==> config.mk <==
export PLATFORM = sky130hd
export DESIGN_NAME = acex_front
export DESIGN_NICKNAME = d
export VERILOG_FILES = /design/src/hdl/acex_pkg.sv /design/src/hdl/acex_front.sv
export SDC_FILE = /design/constraint.sdc
export NUM_CORES = 1
export LEC_CHECK = 0
export BUFFER_PORTS_ARGS = -buffer_cell sky130_fd_sc_hd__buf_4
export CAP_MARGIN = 15
export CORE_ASPECT_RATIO = 1.2
export CORE_MARGIN = 3
export CORE_UTILIZATION = 56
export CTS_CLUSTER_SIZE = 28
export DETAILED_ROUTE_END_ITERATION = 6
export GPL_TIMING_DRIVEN = 0
export PLACE_DENSITY = 0.84
export SLEW_MARGIN = 30
export SYNTH_ARGS = -nofsm -noshare
export SYNTH_HDL_FRONTEND = slang
export SYNTH_SLANG_ARGS = --single-unit
==> constraint.sdc <==
create_clock -name clk -period 3.94 [get_ports clk]
set_input_delay 0.394 -clock clk [delete_from_list [all_inputs] [get_ports clk]]
set_output_delay 0.394 -clock clk [all_outputs]
set_load 0.02 [all_outputs]
==> src/hdl/acex_pkg.sv <==
// Package: shared types and constants for the accumulator CPU execute block.
package acex_pkg;

    localparam int ADDR_BITS_DEF = 16;
    localparam int MEM_ADDR_W    = 16;

    localparam logic [2:0] RC_M = 3'b110;
    localparam logic [2:0] RC_A = 3'b111;

    typedef enum logic [3:0] {
        K_LOAD,
        K_NOP,
        K_HLT,
        K_MOV,
        K_ALU,
        K_INCDEC,
        K_LDAX,
        K_STAX,
        K_PUSH,
        K_POP,
        K_MISC,
        K_ILLEGAL
    } kind_t;

    typedef struct packed {
        kind_t       kind;
        logic [7:0]  opcode;
        logic [15:0] load_address;
        logic [7:0]  load_data;
    } cmd_t;

    typedef enum logic [1:0] {
        ST_FETCH,
        ST_SECOND,
        ST_SHOW
    } exec_state_t;

    function automatic logic parity_even(input logic [7:0] v);
        return ~(^v);
    endfunction

endpackage

==> src/hdl/acex_front.sv <==
// Front end: accepts input words, classifies opcodes and queues them.
module acex_front (
    input  logic              clk,
    input  logic              rst_n,
    input  logic              valid,
    output logic              stall,
    input  logic              command,
    input  logic [7:0]        opcode,
    input  logic [15:0]       load_address,
    input  logic [7:0]        load_data,
    output logic              q_valid,
    input  logic              q_take,
    output acex_pkg::cmd_t    q_cmd
);

    acex_pkg::cmd_t       fifo_reg [2];
    logic                 wp_reg;
    logic                 rp_reg;
    logic [1:0]           cnt_reg;
    acex_pkg::kind_t      kind;
    acex_pkg::cmd_t       item;
    logic                 push;
    logic                 pop;

    always_comb
    begin
        if (command)
            kind = acex_pkg::K_LOAD;
        else if (opcode == 8'h76)
            kind = acex_pkg::K_HLT;
        else if (opcode[7:6] == 2'b01)
            kind = acex_pkg::K_MOV;
        else if (opcode[7:6] == 2'b10)
            kind = acex_pkg::K_ALU;
        else if ((opcode & 8'hC6) == 8'h04)
            kind = acex_pkg::K_INCDEC;
        else if ((opcode & 8'hEF) == 8'h0A)
            kind = acex_pkg::K_LDAX;
        else if ((opcode & 8'hEF) == 8'h02)
            kind = acex_pkg::K_STAX;
        else if ((opcode & 8'hCF) == 8'hC5)
            kind = acex_pkg::K_PUSH;
        else if ((opcode & 8'hCF) == 8'hC1)
            kind = acex_pkg::K_POP;
        else if (opcode == 8'h00)
            kind = acex_pkg::K_NOP;
        else if (opcode == 8'h07 || opcode == 8'h0F || opcode == 8'h17 || opcode == 8'h1F ||
                 opcode == 8'h2F || opcode == 8'h37 || opcode == 8'h3F)
            kind = acex_pkg::K_MISC;
        else
            kind = acex_pkg::K_ILLEGAL;
        item = '{kind: kind, opcode: opcode, load_address: load_address,
                 load_data: load_data};
    end

    assign stall   = (cnt_reg == 2'd2);
    assign push    = valid && !stall;
    assign q_valid = (cnt_reg != 2'd0);
    assign pop     = q_valid && q_take;
    assign q_cmd   = fifo_reg[rp_reg];

    always_ff @(posedge clk)
    begin
        if (push)
            fifo_reg[wp_reg] <= item;
    end

    always_ff @(posedge clk or negedge rst_n)
    begin
        if (!rst_n)
        begin
            wp_reg  <= 1'b0;
            rp_reg  <= 1'b0;
            cnt_reg <= 2'd0;
        end
        else
        begin
            if (push)
                wp_reg <= ~wp_reg;
            if (pop)
                rp_reg <= ~rp_reg;
            cnt_reg <= cnt_reg + {1'b0, push} - {1'b0, pop};
        end
    end

endmodule

======== Word-level counts from Yosys, hierarchy flattened ========
Memory sizes are Yosys's and may differ from the RTL's.
Cells that the tools add are included.
word-level totals
  logic and storage cells ................. 48
  memories kept ........................... 1
  output and inout port bits .............. 38
  flip-flop bits (word level) ............. 4
  memory bits (writable) .................. 72
operators by class
  reduce and logical (&&, ||, !) cells .... 11
  bitwise gates (word level) .............. 2
  multiplexer cells ....................... 13
  $add $sub $neg .......................... 2
  equality and inequality tests ........... 16
memory list
  memory    depth  width  rd ports  clocked after Yosys merged registers in  write ports  line              source
  fifo_reg  2      36     1         0                                        1            acex_front.sv:16  acex_pkg::cmd_t fifo_reg [2];
operators by type and width
  kind                  number
  $mux W4               10
  $eq A8 B6 Y1 const B  3
  $eq A8 B5 Y1 const B  2
  $eq A6 B6 Y1 const B  2
  $eq A8 B3 Y1 const B  1
  $eq A8 B4 Y1 const B  1
  $eq A8 B7 Y1 const B  1
  $logic_not A8 Y1      1
  $eq A7 B2 Y1 const B  1
  $eq A7 B4 Y1 const B  1
  $logic_or A1 B1 Y1    6
  $eq A2 B2 Y1 const B  2
  $eq A4 B2 Y1 const B  1
  $mux W1               3
  $add A2 B1 Y2         1
  $eq A2 B1 Y1 const B  1
  $logic_and A1 B1 Y1   2
  $not A1 Y1            2
  $reduce_bool A2 Y1    1
  $sub A2 B1 Y2         1
  $logic_not A1 Y1      1

======== Longest topological paths before layout ========
Gate-level depths: netlist of the first run.
  depth after elaboration ................. 18
  mapped depth ............................ 7
  mapped depth without buffers ............ 7

======== Worst setup path after synthesis of the first run ========
OpenSTA, ideal clock, no wires.
  path type ............................... reg2reg
  start point ............................. register cnt_reg[1]
  end point ............................... memory fifo_reg[0][0] in the netlist's numbering, enable pin
  stages on the path, launching flop included .. 4
  data required time ...................... 3.511 ns
  slack ................................... 1.402 ns
  period minus slack after synthesis ...... 2.538 ns
  buffers on the path ..................... 0
  arrival time ............................ 2.109 ns
  cell sequence ........................... dfrtp_1 > nand2b_1 > nand2_1 > nor2_1
between the ends
  longest elaborated chain between the ends .. 5
RTL lines
  element                        line              source
  start: declaration             acex_front.sv:19  logic [1:0] cnt_reg;
  start signal: assignment       acex_front.sv:82  cnt_reg <= cnt_reg + {1'b0, push} - {1'b0, pop};
  $eq A2 B2 Y1                   acex_front.sv:56  assign stall = (cnt_reg == 2'd2);
  $logic_not A1 Y1               acex_front.sv:57  assign push = valid && !stall;
  $logic_and A1 B1 Y1            acex_front.sv:57
  $mux W1                        acex_front.sv:64  if (push)
  $mux W1 (not written as such)  acex_front.sv:65  fifo_reg[wp_reg] <= item;
  end: declaration               acex_front.sv:16
No other way between the ends.

==> flow_metrics.tcl, run 1 <==
set metrics [dict create \
    fin_total_pwr_mw 2.74 \
    period_minus_slack_ns 2.13 \
    path_max_fanout 10 \
    end_kind "output pin" \
    fin_skew_ns 0.00577 \
    whs_path_depth 1 \
    drtIter0Drc 76 \
    root_buffer "clkbuf_8" \
    rsz0062_at_grt "no" \
    sw_frac_of_total 0.324 \
    reg2reg_setup_slack_ns 2.24 \
    clk_latency_ns 0.34 \
    diodes 0 \
    antenna_found_initial 0 \
    drt_first_pass_iters 4 \
    grt_max_degree 26 \
    start_util 0.587 \
    core_mm2 0.00501 \
    largest_reg_flops 72 \
    grt-ovfl-total 0 \
    num_vias 1660 \
    syn_avg_cell_area_um2 18.9 \
    cts_made_buffers 9 \
    hold_end "fifo_reg[0][16]" \
    peakVddDrop_mv 0.392 \
    ys_types 24 \
    htree_levels 3 \
    syn2layout_area_growth_pct 29.4 \
    cp.required_ns 3.55 \
    timing_worst_setup_path_type "flop to output pin" \
    reg2reg_to "cnt_reg[1]" \
    rr_startpoint "cnt_reg[1]" \
    p_seq_frac 0.423 \
    portBuffers 74 \
    path_clk_slew_ns 0.07 \
    slew_headroom 0.680 \
    vias_per_cell 5.39 \
    start_kind "flop" \
    status "finished clean" \
    cts_tree "yes" \
    worst_pin_slew_ns 0.478 \
    postRouteWirelength_um 5140 \
    ys_ff_latch 76 \
    die_w_um 72.2 \
    fin_crit_sh 0.540 \
    cts_max_path_buffers 2 \
    io_pins 75 \
    synth_cells 156 \
    drv_slew 0 \
    routedWlPerCell_um 16.7 \
    final_hold_viol_count 0 \
    synth.cell_area_mm2 0.00294 \
    cap_violations 0 \
    grt_pass1_wl_um 8430 \
    die_h_um 85.4 \
    gp_congestion 0.824 \
    worstHoldPathType "primary input to flop" \
    fmax_ghz 0.470 \
    dpl.hpwl_um 3690 \
    ant_nets 0 \
    drive_gt1_frac 0.540 \
    yosysWarnings 0 \
    yosysSeqAreaShare 0.769 \
    grt_pass1_vias 1783 \
    cts_sinks 76 \
    setup_violations 0 \
    nFillCells 312 \
    power.switching_mw 0.886 \
    num_rows 28 \
    nets 283 \
    die_area_mm2 0.00616 \
    hp-start "load_address[8]" \
    crit_arrival_ns 1.73 \
    power.density_mw_per_mm2 718 \
    power_leakage_nw 1.45 \
    remaining_drc_errors 0 \
    p_clk_frac 0.183 \
    intPower_mw 1.85 \
    reg2regPathDepth 7 \
    setup_tns_ns 0 \
    syn_nets 195 \
    track_usage 0.187 \
    pwr-share-comb 0.394 \
]
[per-stage QoR]
stage          hold WS (ns)  cells  area [um2]  setup slack, ns  utilization
4_1_cts               0.222    308        3810             1.77        0.760
3_3_place_gp          0.194    290        3570            0.608        0.713
6_report              0.233    308        3810             1.81        0.760
5_1_grt               0.223    308        3810             1.71        0.760
2_1_floorplan        0.0984    156        2940             1.40            -
3_5_place_dp          0.195    292        3630             2.15        0.725
[how the worst max path moves through the flow]
| stage | slack, ns | end | startpoint | depth (start not counted) |
|---|---|---|---|---|
| after floorplan | 1.40 | fifo_reg[0][0] | cnt_reg[1] | 3 |
| after global placement | 0.61 | fifo_reg[0][29] | cnt_reg[1] | 3 |
| after detailed placement | 2.15 | q_cmd[17] | rp_reg | 4 |
| after CTS | 1.77 | q_cmd[17] | rp_reg | 4 |
| after global routing | 1.71 | q_cmd[35] | rp_reg | 4 |
| final | 1.81 | q_cmd[17] | rp_reg | 4 |
[cell families (layout without fill, tap and decap cells)]
| kind of cell | after synthesis | count (layout) | share of synthesized area |
|---|---|---|---|
| xor+xnor | 4 | 4 | 0.0119 |
| fa+ha+maj | 2 | 2 | 0.00850 |
| flops | 76 | 76 | 0.769 |
| simple gates | 22 | 22 | 0.0366 |
| compound gates | 8 | 8 | 0.0247 |
| buf+inv | 8 | 100 | 0.0119 |
| mux | 36 | 36 | 0.138 |
[power by group through the flow]
stage	registers (mW)	clock network (mW)	logic [mW]
finish	1.16	0.501	1.08
global route	1.17	0.552	1.16
detailed placement	1.18	0	1.09
global placement	1.17	0	1.03
CTS	1.16	0.515	1.10
floorplan	1.16	0	0.657
[routing by layer]
metal	up-vias	GRT usage	routed length, um
li1	777	-	-
met1	811	0.197	1910
met2	62	0.331	2700
met3	10	0.0521	396
met4	0	0.103	129
met5	-	0	0
[area by class of cell]
cell class	instances	area, um2	area share
Inverter	4	15.0	0.00394
Timing Repair Buffer	77	613	0.161
Buffer	4	20.0	0.00526
Clock buffer	11	141	0.0371
Sequential cell	76	2260	0.594
Multi-Input combinational cell	72	654	0.172
Tap cell	60	75.1	0.0197
Clock inverter	4	26.3	0.00690
[cell usage in the layout (no fill, tap or decap), types with 2 or more instances in the layout]
| master | instances |
|---|---|
| nand2_1 | 4 |
| ha_1 | 2 |
| a21oi_1 | 3 |
| edfxtp_1 | 72 |
| nor4_1 | 2 |
| nor2b_1 | 2 |
| buf_2 | 4 |
| clkbuf_8 | 10 |
| clkinv_2 | 2 |
| buf_4 | 74 |
| inv_1 | 4 |
| dfrtp_1 | 4 |
| xnor2_1 | 3 |
| mux2_2 | 36 |
| and2_1 | 2 |
| nor2_1 | 6 |
[repair_timing]
| item | in CTS | in global routing |
|---|---|---|
| gates resized for setup | 0 | 0 |
| hold endpoints to repair | 4 | 0 |
| setup buffers | 0 | 0 |
| hold buffers | 1 | 0 |
| setup endpoints to repair | 0 | 0 |
[Yosys cell counts]
cell / count / area, um2
inv_1: 4 / 15.0
xnor2_1: 3 / 26.3
and3_1: 1 / 6.26
dfrtp_1: 4 / 100
xor2_1: 1 / 8.76
edfxtp_1: 72 / 2160
a21oi_1: 3 / 15.0
nand3_1: 1 / 5.00
mux2_2: 36 / 405
nor4_1: 2 / 12.5
a311oi_1: 1 / 8.76
nand2_1: 4 / 15.0
nor3_1: 1 / 5.00
a2111oi_2: 1 / 15.0
nor2b_1: 2 / 12.5
o311ai_2: 1 / 16.3
ha_1: 2 / 25.0
or2_1: 1 / 6.26
buf_2: 4 / 20.0
and2_1: 2 / 12.5
nand2b_1: 1 / 6.26
nor2_1: 7 / 26.3
a41o_1: 1 / 10.0
o21a_1: 1 / 7.51
[critical path: stages (launching register included)]
cell and delay (ns):
dfrtp_1 0.32, buf_2 0.23, buf_2 0.30, mux2_2 0.38, buf_4 0.16
No activity file was read; power rests on OpenSTA's default activity.
==> run 2: changes to the inputs <==
- CORE_UTILIZATION: 56 -> 52
- PLACE_DENSITY: 0.84 -> 0.78
- clock period: 3.94 -> 2 ns (I/O delays scaled with it)
==> run 2 against run 1 <==
  * First-iteration DRC count decreased by 2.6%
  * Sequential cell count unchanged
  * Combinational power grew 99%
  * Cell count rose by 0.97%
  * Sequential power is 96% higher
  * Critical path type unchanged
  * Critical endpoint is now q_cmd[34]
==> flow_metrics.tcl, run 2 (synthesis gave the netlist of run 1 again) <==
set metrics [dict create \
    dpl.hpwl_um 3350 \
    final_hold_viol_count 0 \
    fin_skew_ns 0.00910 \
    grt_max_degree 24 \
    fin_ws_ns 0.121 \
    ant_nets 0 \
    die_w_um 74.7 \
    htree_levels 3 \
    cts_made_buffers 9 \
    place_area_mm2 0.00364 \
    cts_tree "yes" \
    pre_cts_ws_ns 0.300 \
    diodes 0 \
    antenna_found_initial 0 \
    power.switching_mw 1.72 \
    cap_violations 0 \
    drtIter0Drc 74 \
    sw_frac_of_total 0.314 \
    routedWlPerCell_um 16.0 \
    post_cts_buffers 0 \
    peakVddDrop_mv 0.942 \
    core_mm2 0.00537 \
    rsz0062_at_grt "no" \
    intPower_mw 3.77 \
    final_common_cell "buf_4" \
    slew_headroom 0.651 \
    mostFrequentLayoutCells "buf_4 (74), edfxtp_1 (72), mux2_2 (36)" \
    fmax_ghz 0.532 \
    pwr-share-comb 0.391 \
    path_max_fanout 10 \
    gp_congestion 0.753 \
    grt-ovfl-total 0 \
    root_buffer "clkbuf_8" \
    drive_gt1_frac 0.526 \
    p_seq_frac 0.414 \
    vias_per_cell 5.36 \
    portBuffers 74 \
    timing_worst_setup_path_type "flop to output pin" \
    track_usage 0.162 \
    start_kind "flop" \
    fin_crit_sh 0.939 \
    crit_arrival_ns 1.68 \
    p_clk_frac 0.195 \
    largest_reg_flops 72 \
    status "finished clean" \
    cts_sinks 76 \
    cp.required_ns 1.80 \
    remaining_drc_errors 0 \
    cts_max_path_buffers 2 \
    drv_slew 0 \
    power.density_mw_per_mm2 1430 \
    num_rows 29 \
    final_area_mm2 0.00384 \
    postRouteWirelength_um 4970 \
    worst_pin_slew_ns 0.523 \
    io_pins 75 \
    clk_latency_ns 0.33 \
    grt_pass1_wl_um 7710 \
    syn2layout_area_growth_pct 30.4 \
    period_minus_slack_ns 1.88 \
    path_clk_slew_ns 0.07 \
    worstHoldPathType "primary input to flop" \
    end_kind "output pin" \
    die_h_um 88.4 \
    start_util 0.548 \
    grt_pass1_vias 1744 \
    setup_violations 0 \
    final_util 0.715 \
    drt_first_pass_iters 4 \
    num_vias 1667 \
    nets 283 \
    die_area_mm2 0.00660 \
    power_leakage_nw 1.46 \
]
-- run 2: what timing repair did --
action / in CTS / in global routing
resized for setup: 0 / 3
setup endpoints to repair: 0 / 27
endpoints found under the hold margin: 4 / 0
hold buffers: 1 / 0
-- run 2: through the flow --
step,power [mW],hold slack [ns],std cells,setup TNS [ns]
finish,5.50,0.0461,311,0
global route,5.79,0.0191,311,0
CTS,5.55,0.0324,311,0
detailed placement,4.48,0.00108,294,0
global placement,4.35,-0.000802,292,-29.17
floorplan,3.59,-0.0956,156,0
-- run 2: cell type report --
type / count / area [um2]
inverters: 4 / 15.0
plain buffers: 4 / 27.5
well taps: 62 / 77.6
flip-flops and latches: 76 / 2260
clock buffers: 14 / 143
fillers: 401 / 1530
multi-input cells: 72 / 654
clock inverters: 2 / 37.5
repair buffers: 77 / 621
-- run 2: worst max-delay path: stages, from the launching register on --
cell      delay [ns]
dfrtp_1         0.32
buf_2           0.24
clkbuf_4        0.28
mux2_2          0.36
buf_4           0.16
-- run 2: final timing paths --
check / start / endpoint / slack (ns) / depth (start not counted)
worst max-delay path: rp_reg / q_cmd[34] / 0.12 / 4
worst min-delay path: load_address[6] / fifo_reg[0][14] / 0.05 / 1
worst max register to register: cnt_reg[1] / cnt_reg[1] / 0.30 / 7
worst min register to register: cnt_reg[1] / cnt_reg[1] / 0.51 / 1
max in group asynchronous: rst_n / rp_reg / 1.68 / 2
min in group asynchronous: rst_n / cnt_reg[0] / 0.21 / 2
-- run 2: power groups by stage --
| stage | logic [mW] | clock network [mW] | registers [mW] |
|---|---|---|---|
| 4_1_cts | 2.17 | 1.10 | 2.28 |
| 2_1_floorplan | 1.30 | 0 | 2.29 |
| 5_1_grt | 2.30 | 1.18 | 2.31 |
| 3_5_place_dp | 2.17 | 0 | 2.31 |
| 3_3_place_gp | 2.04 | 0 | 2.30 |
| 6_report | 2.15 | 1.07 | 2.27 |
-- run 2: routing by layer --
| layer | vias up | part of all wire | wire length (um) | track usage |
|---|---|---|---|---|
| met5 | - | 0 | 0 | 0 |
| met4 | 0 | 0.014 | 71 | 0.0825 |
| met3 | 8 | 0.090 | 446 | 0.0648 |
| met2 | 68 | 0.51 | 2520 | 0.271 |
| met1 | 811 | 0.39 | 1930 | 0.176 |
| li1 | 780 | - | - | - |
